`src/sv/lssr_pkg.sv`:
```
// types, constants and decode helpers for the line sensor responder
// no dependencies; used by every other file of the block but the assertion header
`timescale 1ns / 1ps

package lssr_pkg;

    localparam int SAMPLE_W    = 10;
    localparam int BYTE_W      = 8;
    localparam int LANES       = 3;
    localparam int LANE_IW     = $clog2(LANES);
    localparam int ADC_MAX_DEF = 1023;

    // command codes
    localparam logic [BYTE_W-1:0] OP_NULL      = 8'd0;
    localparam logic [BYTE_W-1:0] OP_RAW_FIRST = 8'd1;
    localparam logic [BYTE_W-1:0] OP_RAW_LAST  = 8'd6;
    localparam logic [BYTE_W-1:0] OP_CAL_FIRST = 8'd7;
    localparam logic [BYTE_W-1:0] OP_CAL_LAST  = 8'd12;
    localparam logic [BYTE_W-1:0] OP_TRACK_A   = 8'd13;
    localparam logic [BYTE_W-1:0] OP_TRACK_O   = 8'd14;
    localparam logic [BYTE_W-1:0] OP_MASK      = 8'd15;
    localparam logic [BYTE_W-1:0] OP_DIR       = 8'd16;

    // reply characters
    localparam logic [BYTE_W-1:0] CH_ZERO  = 8'h30;
    localparam logic [BYTE_W-1:0] CH_R     = 8'h52;
    localparam logic [BYTE_W-1:0] CH_L     = 8'h4C;
    localparam logic [BYTE_W-1:0] CH_I     = 8'h49;
    localparam logic [BYTE_W-1:0] CH_PLUS  = 8'h2B;
    localparam logic [BYTE_W-1:0] CH_T     = 8'h54;
    localparam logic [BYTE_W-1:0] CH_U     = 8'h55;
    localparam logic [BYTE_W-1:0] CH_A     = 8'h41;
    localparam logic [BYTE_W-1:0] CH_O     = 8'h4F;

    // direction masks
    localparam logic [LANES-1:0] MASK_RIGHT = 3'b001;
    localparam logic [LANES-1:0] MASK_INNER = 3'b010;
    localparam logic [LANES-1:0] MASK_LEFT  = 3'b100;
    localparam logic [LANES-1:0] MASK_CROSS = 3'b111;
    localparam logic [LANES-1:0] MASK_TEE   = 3'b101;

    typedef struct packed {
        logic track;    // fold reading into min and max
        logic set_thr;  // store the new midpoint
    } t_lane_ctl;

    typedef struct packed {
        logic [BYTE_W-1:0] raw_lo;
        logic [BYTE_W-1:0] raw_hi;
        logic [BYTE_W-1:0] thr_lo;
        logic [BYTE_W-1:0] thr_hi;
        logic              above;
    } t_lane_res;

    function automatic t_lane_ctl lane_ctl(input logic [BYTE_W-1:0] op,
                                           input logic accept,
                                           input logic [LANE_IW-1:0] lane);
        logic [BYTE_W-1:0] op_off;
        logic              cal_hit;
        logic              all_hit;
        t_lane_ctl         ctl;
        op_off  = op - OP_CAL_FIRST;
        cal_hit = (op >= OP_CAL_FIRST) && (op <= OP_CAL_LAST) &&
                  (op_off[LANE_IW:1] == lane);
        all_hit = (op == OP_TRACK_A) || (op == OP_TRACK_O);
        ctl.track   = accept && (cal_hit || all_hit);
        ctl.set_thr = accept && cal_hit;
        return ctl;
    endfunction

    function automatic logic [BYTE_W-1:0] dir_letter(input logic [LANES-1:0] mask);
        logic [BYTE_W-1:0] ch;
        case (mask)
            MASK_RIGHT: ch = CH_R;
            MASK_LEFT:  ch = CH_L;
            MASK_INNER: ch = CH_I;
            MASK_CROSS: ch = CH_PLUS;
            MASK_TEE:   ch = CH_T;
            default:    ch = CH_U;
        endcase
        return ch;
    endfunction

endpackage

```
`src/sv/lssr_in_if.sv`:
```
// command channel: command byte plus three channel readings
// depends on lssr_pkg for field widths
`timescale 1ns / 1ps

interface lssr_in_if;
    logic                         valid;
    logic                         ready;
    logic [lssr_pkg::BYTE_W-1:0]  operation;
    logic [lssr_pkg::SAMPLE_W-1:0] sample_ch0;
    logic [lssr_pkg::SAMPLE_W-1:0] sample_ch1;
    logic [lssr_pkg::SAMPLE_W-1:0] sample_ch2;

    modport source (output valid, operation, sample_ch0, sample_ch1, sample_ch2,
                    input ready);
    modport sink (input valid, operation, sample_ch0, sample_ch1, sample_ch2,
                  output ready);
endinterface

```
`src/sv/lssr_out_if.sv`:
```
// reply channel: one reply byte per command
// depends on lssr_pkg for the byte width
`timescale 1ns / 1ps

interface lssr_out_if;
    logic                        valid;
    logic                        ready;
    logic [lssr_pkg::BYTE_W-1:0] reply_byte;

    modport source (output valid, reply_byte, input ready);
    modport sink (input valid, reply_byte, output ready);
endinterface

```
`src/sv/lssr_lane.sv`:
```
// one channel lane: running min/max, stored threshold and compare
// depends on lssr_pkg
`timescale 1ns / 1ps

module lssr_lane #(
    parameter int ADC_MAX = lssr_pkg::ADC_MAX_DEF
) (
    input  logic                          i_clk,
    input  logic                          i_rst_n,
    input  logic [lssr_pkg::SAMPLE_W-1:0] i_sample,
    input  lssr_pkg::t_lane_ctl           i_ctl,
    output lssr_pkg::t_lane_res           o_res
);
    localparam int AW = $clog2(ADC_MAX + 1);
    localparam int RW = (AW > lssr_pkg::SAMPLE_W) ? AW : lssr_pkg::SAMPLE_W;

    logic [RW-1:0] r_min;
    logic [RW-1:0] r_max;
    logic [RW-1:0] r_thr;
    logic [RW-1:0] n_min;
    logic [RW-1:0] n_max;
    logic [RW-1:0] n_thr;
    logic [RW-1:0] sample_x;
    logic [RW:0]   mid_sum;
    logic [RW+7:0] thr_ext;

    always_comb begin
        sample_x = RW'(i_sample);
        n_min    = (sample_x < r_min) ? sample_x : r_min;
        n_max    = (sample_x > r_max) ? sample_x : r_max;
        mid_sum  = {1'b0, n_min} + {1'b0, n_max};
        n_thr    = mid_sum[RW:1];
        thr_ext  = (RW + 8)'(n_thr);
    end

    always_ff @(posedge i_clk) begin
        if (!i_rst_n) begin
            r_min <= RW'(ADC_MAX);
            r_max <= '0;
            r_thr <= '0;
        end else begin
            if (i_ctl.track) begin
                r_min <= n_min;
                r_max <= n_max;
            end
            if (i_ctl.set_thr) begin
                r_thr <= n_thr;
            end
        end
    end

    always_comb begin
        o_res.raw_lo = i_sample[7:0];
        o_res.raw_hi = 8'(i_sample >> 8);
        o_res.thr_lo = n_thr[7:0];
        o_res.thr_hi = thr_ext[15:8];
        o_res.above  = sample_x > r_thr;
    end
endmodule

```
`src/sv/lssr_merge.sv`:
```
// reply merge: picks the reply from the lane results and holds it for output
// depends on lssr_pkg
`timescale 1ns / 1ps

module lssr_merge (
    input  logic                              i_clk,
    input  logic                              i_rst_n,
    input  logic                              i_accept,
    input  logic [lssr_pkg::BYTE_W-1:0]       i_op,
    input  lssr_pkg::t_lane_res               i_res [lssr_pkg::LANES],
    input  logic                              i_out_ready,
    output logic                              o_in_ready,
    output logic                              o_valid,
    output logic [lssr_pkg::BYTE_W-1:0]       o_reply
);
    logic                              r_valid;
    logic [lssr_pkg::BYTE_W-1:0]       r_last;
    logic [lssr_pkg::BYTE_W-1:0]       n_last;
    logic [lssr_pkg::BYTE_W-1:0]       raw_off;
    logic [lssr_pkg::BYTE_W-1:0]       cal_off;
    logic [lssr_pkg::LANE_IW-1:0]      raw_ch;
    logic [lssr_pkg::LANE_IW-1:0]      cal_ch;
    logic [lssr_pkg::LANES-1:0]        mask;
    lssr_pkg::t_lane_res               raw_res;
    lssr_pkg::t_lane_res               cal_res;

    always_comb begin
        raw_off = i_op - lssr_pkg::OP_RAW_FIRST;
        cal_off = i_op - lssr_pkg::OP_CAL_FIRST;
        raw_ch  = raw_off[lssr_pkg::LANE_IW:1];
        cal_ch  = cal_off[lssr_pkg::LANE_IW:1];
        raw_res = i_res[0];
        cal_res = i_res[0];
        for (int c = 0; c < lssr_pkg::LANES; c++) begin
            mask[c] = i_res[c].above;
            if (raw_ch == lssr_pkg::LANE_IW'(c)) begin
                raw_res = i_res[c];
            end
            if (cal_ch == lssr_pkg::LANE_IW'(c)) begin
                cal_res = i_res[c];
            end
        end

        // odd raw and threshold commands take the low byte, even ones the high byte
        n_last = r_last;
        if (i_op == lssr_pkg::OP_NULL) begin
            n_last = '0;
        end else if (i_op <= lssr_pkg::OP_RAW_LAST) begin
            n_last = i_op[0] ? raw_res.raw_lo : raw_res.raw_hi;
        end else if (i_op <= lssr_pkg::OP_CAL_LAST) begin
            n_last = i_op[0] ? cal_res.thr_lo : cal_res.thr_hi;
        end else if (i_op == lssr_pkg::OP_TRACK_A) begin
            n_last = lssr_pkg::CH_A;
        end else if (i_op == lssr_pkg::OP_TRACK_O) begin
            n_last = lssr_pkg::CH_O;
        end else if (i_op == lssr_pkg::OP_MASK) begin
            n_last = lssr_pkg::BYTE_W'(mask);
        end else if (i_op == lssr_pkg::OP_DIR) begin
            n_last = lssr_pkg::dir_letter(mask);
        end
    end

    always_ff @(posedge i_clk) begin
        if (!i_rst_n) begin
            r_valid <= 1'b0;
            r_last  <= lssr_pkg::CH_ZERO;
        end else if (i_accept) begin
            r_valid <= 1'b1;
            r_last  <= n_last;
        end else if (i_out_ready) begin
            r_valid <= 1'b0;
        end
    end

    assign o_in_ready = !r_valid || i_out_ready;
    assign o_valid    = r_valid;
    assign o_reply    = r_last;
endmodule

```
`src/sv/line_sensor_spi_responder_unit.sv`:
```
// Three-channel line sensor responder.
// Input channel i_in carries a command byte and the current readings of three
// channels; output channel o_out carries one reply byte for every command.
// Both channels move an item when valid and ready are high at a clock edge.
// Each channel has its own lane (min, max, threshold, compare); the merge stage
// selects the reply and holds it in the output register.
// The reply is registered and appears in the cycle after its command is taken.
// Throughput: one command per cycle while replies are taken; the output
// register is the only stage, and a new command is taken in the same cycle
// its predecessor's reply leaves. When the receiver stalls, the reply holds
// and i_in.ready drops until it is taken, so no lane state moves.
// Reset (synchronous, i_rst_n low) sets every minimum to ADC_MAX, every maximum
// and threshold to zero, the remembered reply to ASCII zero, and empties the
// output register.
// depends on lssr_pkg, lssr_in_if, lssr_out_if, lssr_lane, lssr_merge
`timescale 1ns / 1ps

module line_sensor_spi_responder_unit #(
    parameter int ADC_MAX = lssr_pkg::ADC_MAX_DEF
) (
    input  logic        i_clk,
    input  logic        i_rst_n,
    lssr_in_if.sink     i_in,
    lssr_out_if.source  o_out
);
    logic                                  accept;
    logic                                  in_ready;
    logic [lssr_pkg::SAMPLE_W-1:0]         samples [lssr_pkg::LANES];
    lssr_pkg::t_lane_ctl                   ctl     [lssr_pkg::LANES];
    lssr_pkg::t_lane_res                   res     [lssr_pkg::LANES];

    assign accept     = i_in.valid && in_ready;
    assign i_in.ready = in_ready;
    assign samples[0] = i_in.sample_ch0;
    assign samples[1] = i_in.sample_ch1;
    assign samples[2] = i_in.sample_ch2;

    for (genvar g = 0; g < lssr_pkg::LANES; g++) begin : g_lane
        assign ctl[g] = lssr_pkg::lane_ctl(i_in.operation, accept,
                                           lssr_pkg::LANE_IW'(g));

        lssr_lane #(
            .ADC_MAX (ADC_MAX)
        ) u_lane (
            .i_clk    (i_clk),
            .i_rst_n  (i_rst_n),
            .i_sample (samples[g]),
            .i_ctl    (ctl[g]),
            .o_res    (res[g])
        );
    end

    lssr_merge u_merge (
        .i_clk       (i_clk),
        .i_rst_n     (i_rst_n),
        .i_accept    (accept),
        .i_op        (i_in.operation),
        .i_res       (res),
        .i_out_ready (o_out.ready),
        .o_in_ready  (in_ready),
        .o_valid     (o_out.valid),
        .o_reply     (o_out.reply_byte)
    );
endmodule

```
`src/flat_wrapper.sv`:
```
// flat-port wrapper written by rule: the top's interface ports become plain ports
module line_sensor_spi_responder_unit_flat 
#(
    parameter int ADC_MAX = lssr_pkg::ADC_MAX_DEF
)
  (i_clk, i_rst_n, i_in_valid, i_in_operation, i_in_sample_ch0, i_in_sample_ch1, i_in_sample_ch2, i_in_ready, o_out_valid, o_out_reply_byte, o_out_ready);
  lssr_in_if i_in_i ();
  lssr_out_if o_out_i ();
  input  logic i_clk;
  input  logic i_rst_n;
  input wire logic [$bits(i_in_i.valid)-1:0] i_in_valid;
  input wire logic [$bits(i_in_i.operation)-1:0] i_in_operation;
  input wire logic [$bits(i_in_i.sample_ch0)-1:0] i_in_sample_ch0;
  input wire logic [$bits(i_in_i.sample_ch1)-1:0] i_in_sample_ch1;
  input wire logic [$bits(i_in_i.sample_ch2)-1:0] i_in_sample_ch2;
  output wire logic [$bits(i_in_i.ready)-1:0] i_in_ready;
  output wire logic [$bits(o_out_i.valid)-1:0] o_out_valid;
  output wire logic [$bits(o_out_i.reply_byte)-1:0] o_out_reply_byte;
  input wire logic [$bits(o_out_i.ready)-1:0] o_out_ready;
  assign i_in_i.valid = i_in_valid;
  assign i_in_i.operation = i_in_operation;
  assign i_in_i.sample_ch0 = i_in_sample_ch0;
  assign i_in_i.sample_ch1 = i_in_sample_ch1;
  assign i_in_i.sample_ch2 = i_in_sample_ch2;
  assign i_in_ready = i_in_i.ready;
  assign o_out_valid = o_out_i.valid;
  assign o_out_reply_byte = o_out_i.reply_byte;
  assign o_out_i.ready = o_out_ready;
  line_sensor_spi_responder_unit #(.ADC_MAX(ADC_MAX)) u_core (.i_clk(i_clk), .i_rst_n(i_rst_n), .i_in(i_in_i), .o_out(o_out_i));
endmodule
```
`config.mk`:
```
export PLATFORM = sky130hd
export DESIGN_NAME = line_sensor_spi_responder_unit_flat
export DESIGN_NICKNAME = d
export VERILOG_FILES = /design/src/sv/lssr_pkg.sv /design/src/sv/lssr_in_if.sv /design/src/sv/lssr_out_if.sv /design/src/sv/lssr_lane.sv /design/src/sv/lssr_merge.sv /design/src/sv/line_sensor_spi_responder_unit.sv /design/src/flat_wrapper.sv
export SDC_FILE = /design/constraint.sdc
export NUM_CORES = 1
export LEC_CHECK = 0
export BUFFER_PORTS_ARGS = -buffer_cell sky130_fd_sc_hd__buf_4
export CAP_MARGIN = 20
export CORE_ASPECT_RATIO = 0.7
export CORE_MARGIN = 2
export CORE_UTILIZATION = 53
export CTS_CLUSTER_SIZE = 16
export DETAILED_ROUTE_END_ITERATION = 12
export MAX_ROUTING_LAYER = met4
export PLACE_DENSITY = 0.71
export SYNTH_ARGS = -nofsm -noshare
export SYNTH_HDL_FRONTEND = slang
export SYNTH_SLANG_ARGS = --single-unit
```
`constraint.sdc`:
```
create_clock -name i_clk -period 4.9 [get_ports i_clk]
set_clock_uncertainty 0.05 [all_clocks]
set_input_delay 0.245 -clock i_clk [delete_from_list [all_inputs] [get_ports i_clk]]
set_output_delay 0.245 -clock i_clk [all_outputs]
set_load 0.1 [all_outputs]
```
==> results.md <==
* Share of the cycle needed by the critical path after routing at 0.9191
* Status: completed
* Clk Tree Root Cell: clkbuf_16
* Type of the setup path with the least slack: reg -> reg
* Initial antenna violation count at 0
* Post-detailed-route DRC marker count at 0
* Worst min-delay path endpoint: u_core.g_lane[2].u_lane.r_max[0]$_SDFFE_PN0P_
* Synth Instances at 1,179
* Global-route usage over all layers at 0.3386
* Remaining antenna violation count after routing at 0
* Final hold violation count at 0
* Average footprint of a synthesized cell at 7.384 um^2
* Met2 layer usage reported by global route at 0.4358
* Sequential area share after synthesis at 0.2277
* Register-to-Register Path Depth at 18
* Avg WL per Cell at 19.53 um
* Most utilized layer in the global route result: met1
* Utilization after layout at 0.5964
* Startpoint of the lowest-slack register-to-register path: u_core.g_lane[2].u_lane.r_max[9]$_SDFFE_PN0P_
* Number of max-slew violations in the final report at 0
* Power density cells at 237.4 nW/um^2
* Number of standard-cell rows in the floorplan at 39
* Core Region at 16,200 um^2
* Final net count at 1,375
* Max-capacitance violation count at 0
* Worst slew pin tran at 1.018 ns
* Pin count of the biggest net entering global routing at 44
* FFs w/ async S/R, synth at 0
* CTS tree: done
* Area of the die at 17,480 um^2
* Via/cell ratio at 6.039
* Clock period minus worst slack at 4.504 ns
* Via count of the first global-routing pass at 7,828
* Min-Delay Startpoint: i_in_sample_ch2[0]
* Hold bufs inserted after CTS at 0
* Count of buffers from port buffering at 51
* IR drop worst, VDD at 0.1723 mV
* TritonRoute pass-1 iters at 8
* Met1 demand-to-capacity share in global routing at 0.5165
* Initial detailed-routing violation count at 893
* Total power consumption of the routed design at 2.294 mW
* Final Wtd Congestion at 0.9810
* Total cell area at the placement stage at 9341 um^2
* Total global routing overflow at 0
* Number of clock sinks at 99
* Startpoint kind of the worst setup timing path: flop
* Share of the synthesized area in the top cell type at 0.2277
* Initial Util at 0.5374
* Netlist Area Pre-Place at 8706 um^2
* Max frequency at 222.0 MHz
* Clock tree buffer depth at 2
* N_diodes at 0
* Number of distinct library cells after synthesis at 74
* Most common cell after layout, fill and taps aside: nand2_1
* Most used cells in the layout excluding fill and tap cells: nand2_1 (188), ha_1 (119), inv_1 (101), dfxtp_1 (99), o21ai_0 (90)
* Routed Wire Length at 28,140 um
* Capturing element type of the critical path: flop
* Global-route wire length before repair at 44,170 um
* Main synth FF type: dfxtp_1
* Relative slew margins at 0.3213
* Setup tns final at 0 ns
* Maximum fanout along the worst path at 9
* Cell Count Post-Placement at 1,425
* HPWL after DPL at 21,710 um
* Count of flip-flops with a built-in enable after synthesis at 0
* Register-to-register path setup slack at 0.40 ns
* Class of the tightest hold or removal check: in -> reg
* Total non-filler cell area in the finished layout at 9662 um^2
* Post-route insts no fill at 1,441
* Clock buffer count from CTS at 9
* Met3 Track Usage GR at 0.09656
* H-tree Lvls at 3
* Static leakage at 4.195 nW
* DP Worst Slack at 0.3631 ns
* RSZ-0062 raised after global routing: false
* Clock-pin slew on the worst setup and hold paths at 0.08 ns
* P&R area growth vs syn at 10.98%
* Via count at 8,702
* Clock latency reported for the late side of the worst-skew pair at 0.37 ns
* Count of final setup violators at 0
* Layout cell share with drive strength beyond 1 at 0.08717
* CP Data Arrival Time at 4.71 ns
* Most area-hungry cell type in the Yosys netlist: dfxtp_1
* Depth of the worst hold-timing path at 3
* Capturing point of the worst reg2reg path: u_core.u_merge.o_reply[1]$_SDFFE_PN0P_
* Critical Path RT at 5.11 ns
* Synthesized netlist net count at 1,343
* Height of the die at 111.2 um
* Final WS setup at 0.3965 ns
* Hold slack final at 0.1054 ns
* Synth warnings at 0
* Number of storage elements in the synthesis netlist at 99
* I/O pin total at 52
* Chip Width at 157.2 um
* Synth area leaders: dfxtp_1 (23%), ha_1 (17%), nand2_1 (8.1%)
[repair_timing]
action / 4_1_cts / 5_1_grt
endpoints found under the setup margin: 0 / 1
gates resized for setup: 0 / 3
buffers inserted: 0 / 0
[critical path: stages, from the launching register on]
cell and delay (ns):
dfxtp_1 0.33, inv_1 0.09, ha_1 0.31, nand4_1 0.16
a211oi_2 0.25, a2111oi_2 0.10, nor2_1 0.20, buf_4 0.19
o21ai_0 0.20, fa_1 0.49, a21o_1 0.18, a21oi_2 0.17
o21bai_1 0.12, a2111oi_2 0.36, nor3_1 0.15, and2_1 0.18
or4_1 0.40, o311a_1 0.14, o311a_1 0.33
[worst max-delay path by stage]
stage	from	to	slack, ns	cells past startpoint
finish	u_core.g_lane[2].u_lane.r_max[9]$_SDFFE_PN0P_	u_core.u_merge.o_reply[1]$_SDFFE_PN0P_	0.40	18
global route	u_core.g_lane[0].u_lane.r_max[3]$_SDFFE_PN0P_	u_core.u_merge.o_reply[1]$_SDFFE_PN0P_	0.05	18
CTS	u_core.g_lane[2].u_lane.r_max[5]$_SDFFE_PN0P_	u_core.u_merge.o_reply[1]$_SDFFE_PN0P_	0.36	18
detailed placement	i_in_sample_ch2[5]	u_core.u_merge.o_reply[1]$_SDFFE_PN0P_	0.36	18
global placement	i_in_sample_ch2[5]	u_core.u_merge.o_reply[1]$_SDFFE_PN0P_	0.40	18
floorplan	u_core.g_lane[2].u_lane.r_max[5]$_SDFFE_PN0P_	u_core.u_merge.o_reply[1]$_SDFFE_PN0P_	0.57	19
[final cells by class]
cell class                      count  area (um^2)
Sequential cell                    99         1982
Clock buffer                       10        239.0
Timing Repair Buffer               71        533.0
Inverter                          103        386.6
Tap cell                          225        281.5
Fill cell                        1551         6539
Clock inverter                      6        63.81
Multi-Input combinational cell    927         6176
[routing by layer]
layer	vias up	wire length (um)
met5	-	0
met4	0	414
met3	31	3299
met2	404	10720
met1	3992	13710
li1	4275	-
[registers in the layout, summed over array words and instances (netlist names)]
register                    flops
u_core.u_merge.o_valid          1
u_core.g_lane.u_lane.r_min     30
u_core.u_merge.o_reply          8
u_core.g_lane.u_lane.r_thr     30
u_core.g_lane.u_lane.r_max     30
[logic make-up after synthesis]
| kind of cell | synth area share |
|---|---|
| flops | 0.2277 |
| simple gates | 0.2127 |
| compound gates | 0.2531 |
| fa+ha+maj | 0.1779 |
| buf+inv | 0.06654 |
| xor+xnor | 0.02113 |
| mux | 0.04096 |
[cell usage after synthesis, drive strengths merged (4+ instances only)]
cell,count
a31oi,7
inv,102
and3,6
dfxtp,99
a21oi,89
a21boi,4
a221oi,5
a32oi,4
o31ai,4
nor3,21
o21bai,7
buf,4
or3,8
and2,11
nor2,80
xnor2,15
nand4,17
nand2,188
mux2i,30
a21o,26
and4,5
o2111ai,5
xor2,6
ha,119
o21ai,94
nor4,5
o211ai,13
nand2b,9
nor2b,6
o21a,7
nand3,46
a211o,4
clkbuf,46
a211oi,29
[where the power goes]
group          switching [mW]  leakage (nW)  total (mW)  internal (mW)
clock                   0.348         0.145       0.759          0.411
sequential            0.00250         0.799       0.811          0.809
combinational           0.468          3.25       0.723          0.256
total                   0.819          4.19        2.29           1.47
(Power assumes the default switching activity.)
